$ cat src/rtl/yfsl_pkg.sv
// ----------------------------------------------------------------------------
// yfsl_pkg
// Shared types and constants for the yaw-follow slew limiter.
// ----------------------------------------------------------------------------
package yfsl_pkg;

	localparam int TimeW   = 24;
	localparam int AngleW  = 16;
	localparam int ElapsW  = 16;
	localparam int RateW   = 16;
	localparam int CfgIdxW = 2;
	localparam int CfgDatW = 24;

	// register indexes on the configuration channel
	localparam logic [CfgIdxW-1:0] REG_IDLE_DELAY = 2'd0;
	localparam logic [CfgIdxW-1:0] REG_REV_COOL   = 2'd1;
	localparam logic [CfgIdxW-1:0] REG_SLEW_RATE  = 2'd2;

	// reset values of the registers
	localparam logic [TimeW-1:0] IDLE_DELAY_RST = 24'd32768;
	localparam logic [TimeW-1:0] REV_COOL_RST   = 24'd16384;
	localparam logic [RateW-1:0] SLEW_RATE_RST  = 16'd16384;

	// turn direction codes, two's complement
	localparam logic [1:0] SIGN_NONE = 2'b00;
	localparam logic [1:0] SIGN_POS  = 2'b01;
	localparam logic [1:0] SIGN_NEG  = 2'b11;

	localparam logic [AngleW-1:0] TURN_QUARTER = 16'd16384;
	localparam logic [AngleW-1:0] TURN_HALF    = 16'd32768;

	typedef struct packed {
		logic [TimeW-1:0] idle_delay;
		logic [TimeW-1:0] reversal_cooldown;
		logic [RateW-1:0] slew_rate;
	} cfg_t;

	typedef struct packed {
		logic [ElapsW-1:0] elapsed;
		logic [AngleW-1:0] target_heading;
		logic [AngleW-1:0] view_heading;
		logic              target_valid;
		logic              aiming;
		logic              manual_turn;
	} item_t;

endpackage

$ cat src/rtl/yfsl_if.sv
// ----------------------------------------------------------------------------
// yfsl_if
// Valid/ready channels: input item, result and configuration write.
// ----------------------------------------------------------------------------
interface yfsl_item_if;
	logic        valid;
	logic        ready;
	logic [15:0] elapsed;
	logic [15:0] target_heading;
	logic [15:0] view_heading;
	logic        target_valid;
	logic        aiming;
	logic        manual_turn;

	modport source (output valid, elapsed, target_heading, view_heading,
		target_valid, aiming, manual_turn, input ready);
	modport sink (input valid, elapsed, target_heading, view_heading,
		target_valid, aiming, manual_turn, output ready);
endinterface

interface yfsl_result_if;
	logic              valid;
	logic              ready;
	logic signed [15:0] yaw_adjust;

	modport source (output valid, yaw_adjust, input ready);
	modport sink (input valid, yaw_adjust, output ready);
endinterface

interface yfsl_cfg_if;
	logic        valid;
	logic        ready;
	logic [1:0]  index;
	logic [23:0] data;

	modport source (output valid, index, data, input ready);
	modport sink (input valid, index, data, output ready);
endinterface

$ cat src/rtl/yaw_follow_slew_limiter_top.sv
// ----------------------------------------------------------------------------
// yaw_follow_slew_limiter_top
// Path: an item taken on the input channel goes through the input register
// (stage 1) and then the result register before it shows on the output channel.
// Throughput: one item per cycle while the result channel is not stalled; the
// single 16x16 multiply and the timer compares sit between those two registers.
// Reset: arst_n clears timers, direction and pipeline valids and restores
// the register defaults; no clearing pass, the block is ready at once.
// ----------------------------------------------------------------------------
module yaw_follow_slew_limiter_top (
	input  logic          clk,
	input  logic          arst_n,
	yfsl_item_if.sink     item,
	yfsl_result_if.source result,
	yfsl_cfg_if.sink      cfg
);
	import yfsl_pkg::*;

	cfg_t              cfg_val;
	item_t             item_s1;
	logic              valid_s1;
	logic              out_valid_q;
	logic [AngleW-1:0] yaw_q;
	logic [AngleW-1:0] yaw_nxt;
	logic              advance;

	// Configuration writes never stall.
	assign cfg.ready = 1'b1;

	yfsl_cfg u_cfg (
		.clk      (clk),
		.arst_n   (arst_n),
		.wr_en    (cfg.valid),
		.wr_index (cfg.index),
		.wr_data  (cfg.data),
		.cfg      (cfg_val)
	);

	// Advance the item in stage 1 when the result register is free or
	// being drained this cycle; the tick state updates at the same edge.
	assign advance    = valid_s1 && (!out_valid_q || result.ready);
	assign item.ready = !valid_s1 || advance;

	always_ff @(posedge clk or negedge arst_n) begin
		if (!arst_n) begin
			valid_s1 <= 1'b0;
		end else if (item.ready) begin
			valid_s1 <= item.valid;
		end
	end

	// Hold the payload while stage 1 stalls.
	always_ff @(posedge clk) begin
		if (item.valid && item.ready) begin
			item_s1.elapsed        <= item.elapsed;
			item_s1.target_heading <= item.target_heading;
			item_s1.view_heading   <= item.view_heading;
			item_s1.target_valid   <= item.target_valid;
			item_s1.aiming         <= item.aiming;
			item_s1.manual_turn    <= item.manual_turn;
		end
	end

	yfsl_step u_step (
		.clk        (clk),
		.arst_n     (arst_n),
		.cfg        (cfg_val),
		.item       (item_s1),
		.advance    (advance),
		.yaw_adjust (yaw_nxt)
	);

	// Result register: load on advance, drop valid once transferred.
	always_ff @(posedge clk or negedge arst_n) begin
		if (!arst_n) begin
			out_valid_q <= 1'b0;
		end else if (advance) begin
			out_valid_q <= 1'b1;
		end else if (result.ready) begin
			out_valid_q <= 1'b0;
		end
	end

	always_ff @(posedge clk) begin
		if (advance) begin
			yaw_q <= yaw_nxt;
		end
	end

	assign result.valid      = out_valid_q;
	assign result.yaw_adjust = yaw_q;

endmodule

$ cat src/rtl/yfsl_cfg.sv
// ----------------------------------------------------------------------------
// yfsl_cfg
// Configuration register file; writes to unused indexes are dropped.
// ----------------------------------------------------------------------------
module yfsl_cfg (
	input  logic                        clk,
	input  logic                        arst_n,
	input  logic                        wr_en,
	input  logic [yfsl_pkg::CfgIdxW-1:0] wr_index,
	input  logic [yfsl_pkg::CfgDatW-1:0] wr_data,
	output yfsl_pkg::cfg_t              cfg
);
	import yfsl_pkg::*;

	cfg_t cfg_q;

	always_ff @(posedge clk or negedge arst_n) begin
		if (!arst_n) begin
			cfg_q.idle_delay        <= IDLE_DELAY_RST;
			cfg_q.reversal_cooldown <= REV_COOL_RST;
			cfg_q.slew_rate         <= SLEW_RATE_RST;
		end else if (wr_en) begin
			case (wr_index)
				REG_IDLE_DELAY: cfg_q.idle_delay        <= wr_data;
				REG_REV_COOL:   cfg_q.reversal_cooldown <= wr_data;
				REG_SLEW_RATE:  cfg_q.slew_rate         <= wr_data[RateW-1:0];
				default: ;
			endcase
		end
	end

	assign cfg = cfg_q;

endmodule

$ cat src/rtl/yfsl_step.sv
// ----------------------------------------------------------------------------
// yfsl_step
// Per-tick follow logic and the timer / direction state it updates.
// ----------------------------------------------------------------------------
module yfsl_step (
	input  logic                     clk,
	input  logic                     arst_n,
	input  yfsl_pkg::cfg_t           cfg,
	input  yfsl_pkg::item_t          item,
	input  logic                     advance,
	output logic [yfsl_pkg::AngleW-1:0] yaw_adjust
);
	import yfsl_pkg::*;

	logic [TimeW-1:0] idle_left_q;
	logic [TimeW-1:0] cooldown_left_q;
	logic [1:0]       last_sign_q;

	logic [TimeW-1:0]  elapsed_ext;
	logic [TimeW-1:0]  cool_dec;
	logic [TimeW-1:0]  idle_dec;
	logic [TimeW-1:0]  idle_nxt;
	logic [TimeW-1:0]  cool_nxt;
	logic [1:0]        sign_nxt;
	logic [AngleW-1:0] raw;
	logic [AngleW-1:0] mag;
	logic [1:0]        sign;
	logic [31:0]       prod;
	logic [31:0]       scaled;
	logic [AngleW-1:0] step;
	logic [AngleW-1:0] result;

	assign elapsed_ext = {{(TimeW-ElapsW){1'b0}}, item.elapsed};
	assign cool_dec = (cooldown_left_q > elapsed_ext) ? cooldown_left_q - elapsed_ext : '0;
	assign idle_dec = (idle_left_q > elapsed_ext) ? idle_left_q - elapsed_ext : '0;

	assign raw  = item.target_heading - item.view_heading;
	assign prod = {16'd0, cfg.slew_rate} * {16'd0, item.elapsed};
	assign scaled = {mag, 16'd0};

	always_comb begin
		if (raw == '0) begin
			sign = SIGN_NONE;
			mag  = '0;
		end else if (raw <= TURN_HALF) begin
			sign = SIGN_POS;
			mag  = raw;
		end else begin
			sign = SIGN_NEG;
			mag  = '0 - raw;
		end
	end

	always_comb begin
		idle_nxt = idle_dec;
		cool_nxt = cool_dec;
		sign_nxt = last_sign_q;
		result   = '0;
		step     = '0;
		if (item.target_valid && !item.aiming) begin
			if (item.manual_turn) begin
				idle_nxt = cfg.idle_delay;
			end
			if (idle_nxt == '0 && !(sign != last_sign_q && cool_dec != '0)) begin
				if (sign != last_sign_q) begin
					sign_nxt = sign;
					cool_nxt = cfg.reversal_cooldown;
				end
				if (mag <= TURN_QUARTER) begin
					if (sign != SIGN_NONE && scaled < prod) begin
						// overshoot: land exactly and start a lockout
						sign_nxt = SIGN_NONE;
						cool_nxt = cfg.reversal_cooldown;
						step     = mag;
					end else if (sign != SIGN_NONE) begin
						step = prod[31:16];
					end
					result = (sign == SIGN_NEG) ? ('0 - step) : step;
				end
			end
		end
	end

	always_ff @(posedge clk or negedge arst_n) begin
		if (!arst_n) begin
			idle_left_q     <= '0;
			cooldown_left_q <= '0;
			last_sign_q     <= SIGN_NONE;
		end else if (advance) begin
			idle_left_q     <= idle_nxt;
			cooldown_left_q <= cool_nxt;
			last_sign_q     <= sign_nxt;
		end
	end

	assign yaw_adjust = result;

endmodule
$ cat src/flat_wrapper.sv
// flat-port wrapper written by rule: the top's interface ports become plain ports
module yaw_follow_slew_limiter_top_flat import yfsl_pkg::*;
  (clk, arst_n, item_valid, item_elapsed, item_target_heading, item_view_heading, item_target_valid, item_aiming, item_manual_turn, item_ready, result_valid, result_yaw_adjust, result_ready, cfg_valid, cfg_index, cfg_data, cfg_ready);
  yfsl_item_if item_i ();
  yfsl_result_if result_i ();
  yfsl_cfg_if cfg_i ();
  input  logic clk;
  input  logic arst_n;
  input wire logic [$bits(item_i.valid)-1:0] item_valid;
  input wire logic [$bits(item_i.elapsed)-1:0] item_elapsed;
  input wire logic [$bits(item_i.target_heading)-1:0] item_target_heading;
  input wire logic [$bits(item_i.view_heading)-1:0] item_view_heading;
  input wire logic [$bits(item_i.target_valid)-1:0] item_target_valid;
  input wire logic [$bits(item_i.aiming)-1:0] item_aiming;
  input wire logic [$bits(item_i.manual_turn)-1:0] item_manual_turn;
  output wire logic [$bits(item_i.ready)-1:0] item_ready;
  output wire logic [$bits(result_i.valid)-1:0] result_valid;
  output wire logic [$bits(result_i.yaw_adjust)-1:0] result_yaw_adjust;
  input wire logic [$bits(result_i.ready)-1:0] result_ready;
  input wire logic [$bits(cfg_i.valid)-1:0] cfg_valid;
  input wire logic [$bits(cfg_i.index)-1:0] cfg_index;
  input wire logic [$bits(cfg_i.data)-1:0] cfg_data;
  output wire logic [$bits(cfg_i.ready)-1:0] cfg_ready;
  assign item_i.valid = item_valid;
  assign item_i.elapsed = item_elapsed;
  assign item_i.target_heading = item_target_heading;
  assign item_i.view_heading = item_view_heading;
  assign item_i.target_valid = item_target_valid;
  assign item_i.aiming = item_aiming;
  assign item_i.manual_turn = item_manual_turn;
  assign item_ready = item_i.ready;
  assign result_valid = result_i.valid;
  assign result_yaw_adjust = result_i.yaw_adjust;
  assign result_i.ready = result_ready;
  assign cfg_i.valid = cfg_valid;
  assign cfg_i.index = cfg_index;
  assign cfg_i.data = cfg_data;
  assign cfg_ready = cfg_i.ready;
  yaw_follow_slew_limiter_top u_core (.clk(clk), .arst_n(arst_n), .item(item_i), .result(result_i), .cfg(cfg_i));
endmodule
$ cat config.mk
export PLATFORM = sky130hd
export DESIGN_NAME = yaw_follow_slew_limiter_top_flat
export DESIGN_NICKNAME = d
export VERILOG_FILES = /design/src/rtl/yfsl_pkg.sv /design/src/rtl/yfsl_if.sv /design/src/rtl/yaw_follow_slew_limiter_top.sv /design/src/rtl/yfsl_cfg.sv /design/src/rtl/yfsl_step.sv /design/src/flat_wrapper.sv
export SDC_FILE = /design/constraint.sdc
export NUM_CORES = 1
export LEC_CHECK = 0
export CELL_PAD_IN_SITES_DETAIL_PLACEMENT = 1
export CELL_PAD_IN_SITES_GLOBAL_PLACEMENT = 2
export CORE_MARGIN = 4
export CORE_UTILIZATION = 30
export DETAILED_ROUTE_END_ITERATION = 8
export DONT_BUFFER_PORTS = 1
export HOLD_SLACK_MARGIN = 0.1
export PLACE_DENSITY = 0.59
export SLEW_MARGIN = 20
export SYNTH_ARGS = -nofsm -noshare
export SYNTH_HDL_FRONTEND = slang
export SYNTH_HIERARCHICAL = 1
export SYNTH_SLANG_ARGS = --single-unit
$ cat constraint.sdc
create_clock -name clk -period 13.5 [get_ports clk]
set_input_delay 1.35 -clock clk [delete_from_list [all_inputs] [get_ports clk]]
set_output_delay 1.35 -clock clk [all_outputs]
set_load 0.03 [all_outputs]
==> results.md, run 1 <==
Die
• die footprint: 73100 um^2
• number of top-level pins: 101
• row count: 95
• Die X-Extent: 270 um
• starting density of the core: 30.5%
• placeable core area: 67600 um^2
• height of the chip: 270 um

Critical path
• Most common cell on crit path: sky130_fd_sc_hd__fa_1
• worst endpoint required time: 13.72 ns
• length in cells of the worst reg-to-reg path: 35
• type of element capturing the critical path: flip-flop
• maximum fanout encountered on the critical timing path: 17
• Arr. time, crit path: 11.38 ns
• reg2reg start: u_core/item_s1[44]
• Critical Path End: u_core/result.yaw_adjust[8]
• RR Endpoint: u_core/result.yaw_adjust[8]
• delay of the slowest cell on the worst path: 1.00 ns
• cell type of the slowest stage on the worst timing path: sky130_fd_sc_hd__edfxtp_1
• flop2flop setup slack: 2.35 ns
• worst setup path class: flip-flop to flip-flop
• startpoint of the most critical setup path: u_core/item_s1[44]
• startpoint kind of the worst setup timing path: flip-flop

Cells and area
• number of nets in the layout: 2648
• fin util: 32.8%
• top library cells by usage in the layout, fill and taps aside: sky130_fd_sc_hd__inv_1, sky130_fd_sc_hd__nand2_1, sky130_fd_sc_hd__fa_1
• area of all sequential standard cells: 4920 um^2
• non-filler instance count after layout: 3088
• Multi-input gate area: 14200 um^2
• most frequent standard cell in the layout excluding fill and tap cells: sky130_fd_sc_hd__inv_1
• area added between synthesis and finish: 7.44%
• layout cells sized above 1: 7.05%
• Filler Cell Count: 7772

Synth
• Mapped Nets: 2694
• cell count after synthesis: 2246
• share of synthesized registers carrying an async set or reset: 63.4%
• combined area of all synthesized cells: 20600 um^2
• synthesized area per cell: 9.19 um^2
• sequential element share of the synthesized area: 23.8%
• count of synthesis-stage warnings from yosys: 6
• post-synthesis cell type count: 98
• flip-flop and latch count after synthesis: 183
• Post-synth EDFFs: 67
• prevailing post-synth register cell: sky130_fd_sc_hd__dfrtp_1

Global routing
• initial antenna violation count: 4
• global-route total usage across every layer: 18.9%
• remaining global-route overflow: 0
• first-pass GRT wire length: 107000 um
• vias in the first global route: 17200
• maximum number of pins on one net before global-route repair: 117

Drt
• post-DR vias/cell: 5.19
• TritonRoute pass-1 iters: 5
• via total after detailed routing: 16000
• DR WL/cell: 22.3 um
• DRC violation total after the first TritonRoute iteration: 705
• DRC errors left: 0
• wire length reported by the detailed router: 68900 um
• remaining antenna violation count after routing: 0

CTS
• Hold-fix buffers, CTS: 0
• maximum level of the CTS H-tree: 4
• clock sink total: 183
• buffer depth of the longest clock path: 2
• clock insertion delay at the later pin of the skew report: 0.50 ns
• number of buffers inserted during clock tree synthesis: 17
• master cell of the clock root buffer: sky130_fd_sc_hd__clkbuf_16
• setup bufs post-CTS: 0
• clock transition at the registers of the reported paths: 0.09 ns
• TritonCTS clock tree: yes
• cells resized by post-CTS repair: 0

Placement
• placer's final routability congestion estimate: 0.851
• half-perimeter wire length of the detailed placement result: 54200 um
• Port Buf Inserts: 0
• total placed cells including tap cells: 3054

STA
• pins over their slew limit: 0
• maximum clock frequency: 89.7 MHz
• Final Hold Violating Endpoints: 0
• actual slew at the worst max-slew pin: 1.03 ns
• Final setup viols: 0
• Total Negative Setup Slacks: 0 ns
• Setup Skew: 0.0233 ns
• Final period util: 82.6%
• Slew HR: 30.9%
• post-layout min period: 11.15 ns
• unrepaired setup endpoints after global routing: no

Run
• max cap viols: 0

Outcome
• outcome: finished clean

Min path
• Tightest Hold Check Type: flip-flop to flip-flop

sequential cells by signal, summed over array words and instances (netlist names):
register / cells
u_core/item_s1: 51
u_core/result.valid: 1
u_core/u_step/cooldown_left_q: 24
u_core/result.yaw_adjust: 16
u_core/valid_s1: 1
u_core/u_cfg/cfg: 64
u_core/u_step/idle_left_q: 24
u_core/u_step/last_sign_q: 2
worst max-delay path: cells and delay by family (launching register included):
| family | cells | cell delay (ns) |
|---|---|---|
| AO/OA/AOI/OAI | 8 | 2.17 |
| XOR/XNOR | 2 | 0.32 |
| adder cells (fa/ha/maj) | 9 | 3.95 |
| buffers and inverters | 4 | 0.30 |
| flip-flops | 1 | 1.00 |
| AND/OR/NAND/NOR | 12 | 3.10 |
worst min path at each step:
stage	startpoint	end	slack, ns	cells past startpoint
after floorplan	u_core/u_cfg/cfg[33]	u_core/u_step/cooldown_left_q[17]	0.44	1
after global placement	u_core/u_step/idle_left_q[13]	u_core/u_step/idle_left_q[13]	0.47	1
after detailed placement	u_core/u_step/idle_left_q[13]	u_core/u_step/idle_left_q[13]	0.48	1
after CTS	arst_n	u_core/u_cfg/cfg[56]	0.48	0
after global routing	arst_n	u_core/u_step/idle_left_q[20]	0.49	0
final	u_core/u_cfg/cfg[35]	u_core/u_step/cooldown_left_q[19]	0.51	1
metal layers:
layer	wire length, um	global-route usage [%]
met5	12	0
met4	1350	4.59
met3	1790	2.55
met2	33200	31.9
met1	32600	25.9
logic make-up after synthesis:
logic type | Yosys count | synth area share [%]
multiplexers | 80 | 4.28
adder cells (fa/ha/maj) | 366 | 29.3
other | 1 | 0.0182
AO/OA/AOI/OAI | 428 | 14.1
buffers and inverters | 385 | 7.30
flip-flops | 183 | 23.8
AND/OR/NAND/NOR | 716 | 17.4
XOR/XNOR | 87 | 3.69
through the flow:
step	area, um^2	hold WS (ns)	worst slack, ns
after floorplan	20600	0.444	3.82
after global placement	21500	0.472	2.69
after detailed placement	21500	0.481	2.35
after CTS	22200	0.483	2.30
after global routing	22200	0.487	1.37
final	22200	0.506	2.35
cells in the mapped netlist (all sizes together), types with 14 or more instances:
| master | count | share of area [%] |
|---|---|---|
| and3 | 18 | 0.55 |
| fa | 197 | 19 |
| o211ai | 16 | 0.58 |
| o21ai | 73 | 1.8 |
| a21oi | 116 | 2.9 |
| edfxtp | 67 | 9.7 |
| nand2b | 14 | 0.42 |
| nand4 | 14 | 0.42 |
| nand2 | 244 | 4.5 |
| or3 | 18 | 0.57 |
| xor2 | 34 | 1.4 |
| dfrtp | 113 | 14 |
| a21o | 47 | 1.7 |
| clkbuf | 72 | 1.4 |
| a211oi | 21 | 0.81 |
| nand3 | 30 | 0.75 |
| xnor2 | 53 | 2.2 |
| o21a | 14 | 0.51 |
| nor2 | 133 | 2.4 |
| nor3 | 38 | 0.98 |
| ha | 169 | 10 |
| and2 | 130 | 4.0 |
| a31oi | 23 | 0.70 |
| mux2 | 67 | 3.7 |
| inv | 300 | 5.5 |
area by class of cell:
type,instances,share of cell area (%)
antenna,2,0.0226
clock buffer,18,2.03
clock inverter,14,0.942
inverter,302,5.11
multi-input combinational,1678,64.2
sequential,183,22.2
tap,873,4.92
timing repair buffer,18,0.609
Power of run 1 is not shown: default switching activity piles up to over one toggle a cycle in this logic, so the estimate is an artifact.
==> inputs of run 2 (changes only) <==
--- a/config.mk
+++ b/config.mk
@@ -12,7 +12,7 @@
 export DETAILED_ROUTE_END_ITERATION = 8
 export DONT_BUFFER_PORTS = 1
 export HOLD_SLACK_MARGIN = 0.1
-export PLACE_DENSITY = 0.59
+export PLACE_DENSITY = 0.61
 export SLEW_MARGIN = 20
 export SYNTH_ARGS = -nofsm -noshare
 export SYNTH_HDL_FRONTEND = slang
==> constraint.sdc (replaced) <==
create_clock -name clk -period 10.2 [get_ports clk]
set_input_delay 1.02 -clock clk [delete_from_list [all_inputs] [get_ports clk]]
set_output_delay 1.02 -clock clk [all_outputs]
set_load 0.03 [all_outputs]
==> results.md, run 2 (synthesis gave the netlist of run 1 again) <==
Outcome
• outcome: finished clean, unchanged

Die
• starting density of the core: 30.5%, unchanged
• placeable core area: 67600 um^2, unchanged
• die footprint: 73100 um^2, unchanged
• Die X-Extent: 270 um, unchanged
• height of the chip: 270 um, unchanged
• number of top-level pins: 101, unchanged
• row count: 95, unchanged

Critical path
• reg2reg start: u_core/item_s1[41], was u_core/item_s1[44]
• delay of the slowest cell on the worst path: 0.54 ns, was 1.00 ns
• RR Endpoint: u_core/result.yaw_adjust[9], was u_core/result.yaw_adjust[8]
• worst endpoint required time: 10.42 ns, was 13.72 ns
• startpoint kind of the worst setup timing path: flip-flop, unchanged
• flop2flop setup slack: 0.53 ns, was 2.35 ns
• length in cells of the worst reg-to-reg path: 36, was 35
• worst setup path class: flip-flop to flip-flop, unchanged
• Most common cell on crit path: sky130_fd_sc_hd__fa_1, unchanged
• Arr. time, crit path: 9.89 ns, was 11.38 ns
• maximum fanout encountered on the critical timing path: 11, was 17
• cell type of the slowest stage on the worst timing path: sky130_fd_sc_hd__fa_1, was sky130_fd_sc_hd__edfxtp_1
• type of element capturing the critical path: flip-flop, unchanged

Drt
• remaining antenna violation count after routing: 0, unchanged
• DRC errors left: 0, unchanged
• DR WL/cell: 22.5 um, was 22.3 um
• via total after detailed routing: 16400, was 16000
• TritonRoute pass-1 iters: 5, unchanged
• DRC violation total after the first TritonRoute iteration: 776, was 705
• wire length reported by the detailed router: 70700 um, was 68900 um
• post-DR vias/cell: 5.22, was 5.19

Cells and area
• Filler Cell Count: 7760, was 7772
• non-filler instance count after layout: 3136, was 3088
• top library cells by usage in the layout, fill and taps aside: sky130_fd_sc_hd__inv_1, sky130_fd_sc_hd__nand2_1, sky130_fd_sc_hd__fa_1, unchanged
• number of flip-flops under the largest register name: 64, unchanged
• area added between synthesis and finish: 9.47%, was 7.44%
• most frequent standard cell in the layout excluding fill and tap cells: sky130_fd_sc_hd__inv_1, unchanged
• number of nets in the layout: 2696, was 2648
• layout cells sized above 1: 9.64%, was 7.05%
• post-route cell area: 22600 um^2, was 22200 um^2

Global routing
• GRT Max-Usage Layer: met2, unchanged
• global-route total usage across every layer: 19.6%, was 18.9%
• GR Layer Usage met2: 32.7%, was 31.9%
• maximum number of pins on one net before global-route repair: 117, unchanged
• met1 usage in global routing: 26.8%, was 25.9%
• remaining global-route overflow: 0, unchanged
• vias in the first global route: 17600, was 17200
• first-pass GRT wire length: 109000 um, was 107000 um
• initial antenna violation count: 5, was 4
• met3 global-route usage: 2.51%, was 2.55%

CTS
• number of buffers inserted during clock tree synthesis: 17, unchanged
• maximum level of the CTS H-tree: 4, unchanged
• buffer depth of the longest clock path: 2, unchanged
• clock transition at the registers of the reported paths: 0.10 ns, was 0.09 ns
• clock sink total: 183, unchanged
• Hold-fix buffers, CTS: 0, unchanged
• TritonCTS clock tree: yes, unchanged
• master cell of the clock root buffer: sky130_fd_sc_hd__clkbuf_16, unchanged
• clock insertion delay at the later pin of the skew report: 0.51 ns, was 0.50 ns

Placement
• total cell area at the placement stage: 21800 um^2, was 21500 um^2
• total placed cells including tap cells: 3095, was 3054
• Port Buf Inserts: 0, unchanged
• placer's final routability congestion estimate: 0.854, was 0.851
• half-perimeter wire length of the detailed placement result: 56800 um, was 54200 um

STA
• Final period util: 94.8%, was 82.6%
• actual slew at the worst max-slew pin: 1.06 ns, was 1.03 ns
• Slew HR: 28.5%, was 30.9%
• post-layout min period: 9.67 ns, was 11.15 ns
• Total Negative Setup Slacks: 0 ns, unchanged
• pins over their slew limit: 0, unchanged
• Final setup viols: 0, unchanged
• Setup Skew: 0.0245 ns, was 0.0233 ns
• unrepaired setup endpoints after global routing: no, unchanged
• maximum clock frequency: 103 MHz, was 89.7 MHz
• Final Hold Violating Endpoints: 0, unchanged

Min path
• Tightest Hold Check Type: input port to async pin, was flip-flop to flip-flop

Run
• max cap viols: 0, unchanged

-- run 2: changes by cell type in the layout (fill, tap and decap cells not counted), moves of 2 or more --
cell and delta:
sky130_fd_sc_hd__buf_4 +46, sky130_fd_sc_hd__nor4b_1 -3, sky130_fd_sc_hd__nor4b_2 +3, sky130_fd_sc_hd__dfrtp_1 -2
sky130_fd_sc_hd__dfrtp_2 +2, sky130_fd_sc_hd__nor2_2 +2, sky130_fd_sc_hd__nor4_1 -2, sky130_fd_sc_hd__nor4_2 +2
sky130_fd_sc_hd__o21ai_0 -2
-- run 2: how the worst max path moves through the flow --
stage / from / to / slack [ns] / cells past startpoint
after floorplan: u_core/item_s1[41] / u_core/result.yaw_adjust[8] / 0.52 / 38
after global placement: u_core/item_s1[41] / u_core/result.yaw_adjust[15] / 0.28 / 35
after detailed placement: u_core/item_s1[41] / u_core/result.yaw_adjust[15] / -0.07 / 35
after CTS: u_core/item_s1[41] / u_core/result.yaw_adjust[15] / 0.05 / 35
after global routing: u_core/item_s1[40] / u_core/u_step/cooldown_left_q[6] / 0.009 / 37
final: u_core/item_s1[41] / u_core/result.yaw_adjust[9] / 0.53 / 36
-- run 2: cell type report --
cell class                 count  area, um^2  share of cell area (%)
antenna                        2        5.00                  0.0221
sequential                   183        4920                    21.8
clock buffer                  17         425                    1.88
inverter                     302        1130                    5.02
tap                          873        1090                    4.83
multi-input combinational   1678       14300                    63.3
timing repair buffer          66         505                    2.24
clock inverter                15         220                   0.974
-- run 2: worst max-delay path: cells and delay by family (launching register included) --
kind	cells	cell delay (ns)
fa+ha+maj	8	3.64
compound gates	9	2.26
simple gates	11	2.00
buf+inv	6	0.59
flops	1	0.50
xor+xnor	2	0.40
-- run 2: through the flow --
stage,utilization (%),worst slack [ns],hold slack (ns)
after floorplan,-,0.515,0.444
final,33.4,0.528,0.189
after global placement,32.3,0.281,0.464
after detailed placement,32.3,-0.0663,0.466
after CTS,33.2,0.0473,0.142
after global routing,33.4,0.00875,0.140
-- run 2: timing repair --
item / CTS / global route
buffers inserted: 0 / 7
pin swaps: 0 / 3
endpoints found under the setup margin: 5 / 38
gates resized for setup: 1 / 18
-- run 2: routing by layer --
| layer | part of all wire (%) | wire (um) | vias to the layer above |
|---|---|---|---|
| li1 | - | - | 7621 |
| met1 | 47 | 33300 | 8464 |
| met2 | 48 | 34200 | 220 |
| met3 | 2.6 | 1840 | 56 |
| met4 | 1.8 | 1280 | 6 |
| met5 | 0.052 | 37 | - |
Power of run 2 is left out for the same reason.
==> inputs of run 3 (changes only) <==
--- a/config.mk
+++ b/config.mk
@@ -7,6 +7,7 @@
 export LEC_CHECK = 0
 export CELL_PAD_IN_SITES_DETAIL_PLACEMENT = 1
 export CELL_PAD_IN_SITES_GLOBAL_PLACEMENT = 2
+export CORE_ASPECT_RATIO = 2
 export CORE_MARGIN = 4
 export CORE_UTILIZATION = 30
 export DETAILED_ROUTE_END_ITERATION = 8
==> results.md, run 3 (synthesis gave the netlist of run 1 again) <==
STA
• Final period util: 94.7%, was 94.8%
• Final Hold Violating Endpoints: 0, unchanged
• minimum setup slack in the final design: 0.536 ns, was 0.528 ns
• Final setup viols: 0, unchanged
• Setup Skew: 0.0214 ns, was 0.0245 ns
• maximum clock frequency: 103 MHz, about the same
• actual slew at the worst max-slew pin: 1.01 ns, was 1.06 ns
• Slew HR: 32.6%, was 28.5%
• pins over their slew limit: 0, unchanged
• Worst Hold Slack: 0.211 ns, was 0.189 ns
• post-layout min period: 9.66 ns, was 9.67 ns

Critical path
• Bufs and invs on worst path: 8, was 6
• flop2flop setup slack: 0.54 ns, was 0.53 ns
• delay-heaviest family, CP: adder cells, unchanged
• cell type of the slowest stage on the worst timing path: sky130_fd_sc_hd__fa_1, unchanged
• worst setup path class: flip-flop to flip-flop, unchanged
• maximum fanout encountered on the critical timing path: 13, was 11
• type of element capturing the critical path: flip-flop, unchanged
• worst endpoint required time: 10.41 ns, was 10.42 ns
• Most common cell on crit path: sky130_fd_sc_hd__fa_1, unchanged
• length in cells of the worst reg-to-reg path: 39, was 36
• delay of the slowest cell on the worst path: 0.58 ns, was 0.54 ns
• RR Endpoint: u_core/result.yaw_adjust[12], was u_core/result.yaw_adjust[9]
• startpoint kind of the worst setup timing path: flip-flop, unchanged
• reg2reg start: u_core/item_s1[40], was u_core/item_s1[41]
• Arr. time, crit path: 9.88 ns, was 9.89 ns

Drt
• DRC errors left: 0, unchanged
• via total after detailed routing: 16500, was 16400
• post-DR vias/cell: 5.23, was 5.22
• TritonRoute pass-1 iters: 5, unchanged
• remaining antenna violation count after routing: 0, unchanged
• DR WL/cell: 24.9 um, was 22.5 um
• DRC violation total after the first TritonRoute iteration: 628, was 776
• wire length reported by the detailed router: 78600 um, was 70700 um

Global routing
• remaining global-route overflow: 0, unchanged
• first-pass GRT wire length: 116000 um, was 109000 um
• vias in the first global route: 18500, was 17600
• met3 global-route usage: 2.29%, was 2.51%
• maximum number of pins on one net before global-route repair: 117, unchanged
• global-route total usage across every layer: 21.2%, was 19.6%
• initial antenna violation count: 3, was 5
• GR Layer Usage met2: 44.5%, was 32.7%
• GRT Max-Usage Layer: met2, unchanged
• met1 usage in global routing: 19.8%, was 26.8%

Cells and area
• area added between synthesis and finish: 9.28%, was 9.47%
• top library cells by usage in the layout, fill and taps aside: sky130_fd_sc_hd__inv_1, sky130_fd_sc_hd__nand2_1, sky130_fd_sc_hd__fa_1, unchanged
• number of flip-flops under the largest register name: 64, unchanged
• area of all sequential standard cells: 4920 um^2, unchanged
• post-route cell area: 22600 um^2, about the same
• Filler Cell Count: 7875, was 7760
• number of nets in the layout: 2695, was 2696
• fin util: 33.2%, was 33.4%
• most frequent standard cell in the layout excluding fill and tap cells: sky130_fd_sc_hd__inv_1, unchanged
• layout cells sized above 1: 9.73%, was 9.64%
• Multi-input gate area: 14300 um^2, about the same

CTS
• number of buffers inserted during clock tree synthesis: 17, unchanged
• buffer depth of the longest clock path: 2, unchanged
• TritonCTS clock tree: yes, unchanged
• clock insertion delay at the later pin of the skew report: 0.49 ns, was 0.51 ns
• master cell of the clock root buffer: sky130_fd_sc_hd__clkbuf_16, unchanged
• maximum level of the CTS H-tree: 4, unchanged
• Hold-fix buffers, CTS: 0, unchanged
• clock sink total: 183, unchanged
• clock transition at the registers of the reported paths: 0.09 ns, was 0.10 ns

Placement
• setup slack after placement: 0.211 ns, was -0.0663 ns
• total cell area at the placement stage: 21900 um^2, was 21800 um^2
• placer's final routability congestion estimate: 0.880, was 0.854
• Port Buf Inserts: 0, unchanged
• half-perimeter wire length of the detailed placement result: 65400 um, was 56800 um

Die
• number of top-level pins: 101, unchanged
• Die X-Extent: 193 um, was 270 um
• height of the chip: 379 um, was 270 um
• starting density of the core: 30.4%, was 30.5%
• row count: 135, was 95
• placeable core area: 67900 um^2, was 67600 um^2
• die footprint: 73300 um^2, was 73100 um^2

Outcome
• outcome: finished clean, unchanged

Min path
• Tightest Hold Check Type: input port to async pin, unchanged

Run
• max cap viols: 0, unchanged

-- run 3: cell types whose count changed in the layout (fill, tap and decap cells not counted), moves of 2 or more --
cell / change
sky130_fd_sc_hd__diode_2: +2
sky130_fd_sc_hd__inv_6: -3
sky130_fd_sc_hd__inv_12: -5
sky130_fd_sc_hd__clkinv_8: -4
sky130_fd_sc_hd__inv_8: +5
sky130_fd_sc_hd__clkinvlp_4: +5
-- run 3: repair_timing --
action / 4_1_cts / 5_1_grt
endpoints found under the setup margin: 0 / 37
hold endpoints to repair: 0 / 0
resized for setup: 0 / 23
buffers inserted: 0 / 4
-- run 3: through the flow --
stage,setup TNS (ns),cells
final,0,3154
after global placement,0,3114
after floorplan,0,2246
after global routing,-0.0287,3154
after CTS,0,3146
after detailed placement,0,3114
-- run 3: worst max path at each step --
stage                                    from                      endpoint  cells after the start
final                      u_core/item_s1[40]  u_core/result.yaw_adjust[12]                     39
after global routing      u_core/u_cfg/cfg[5]  u_core/result.yaw_adjust[12]                     40
after CTS                  u_core/item_s1[41]  u_core/result.yaw_adjust[12]                     40
after detailed placement   u_core/item_s1[41]  u_core/result.yaw_adjust[12]                     40
after global placement     u_core/item_s1[41]  u_core/result.yaw_adjust[14]                     40
after floorplan            u_core/item_s1[41]   u_core/result.yaw_adjust[8]                     38
-- run 3: cell type report --
type                       count  area share (%)
sequential                   183            21.8
antenna                        4          0.0444
clock buffer                  18            1.90
inverter                     302            5.02
tap                          890            4.94
multi-input combinational   1678            63.4
clock inverter                14           0.599
timing repair buffer          65            2.24
-- run 3: routing by layer --
metal / up-vias / wire length, um
li1: 7600 / -
met1: 8508 / 26300
met2: 253 / 46700
met3: 135 / 1520
met4: 2 / 4000
met5: - / 16
Power of run 3 is left out for the same reason.
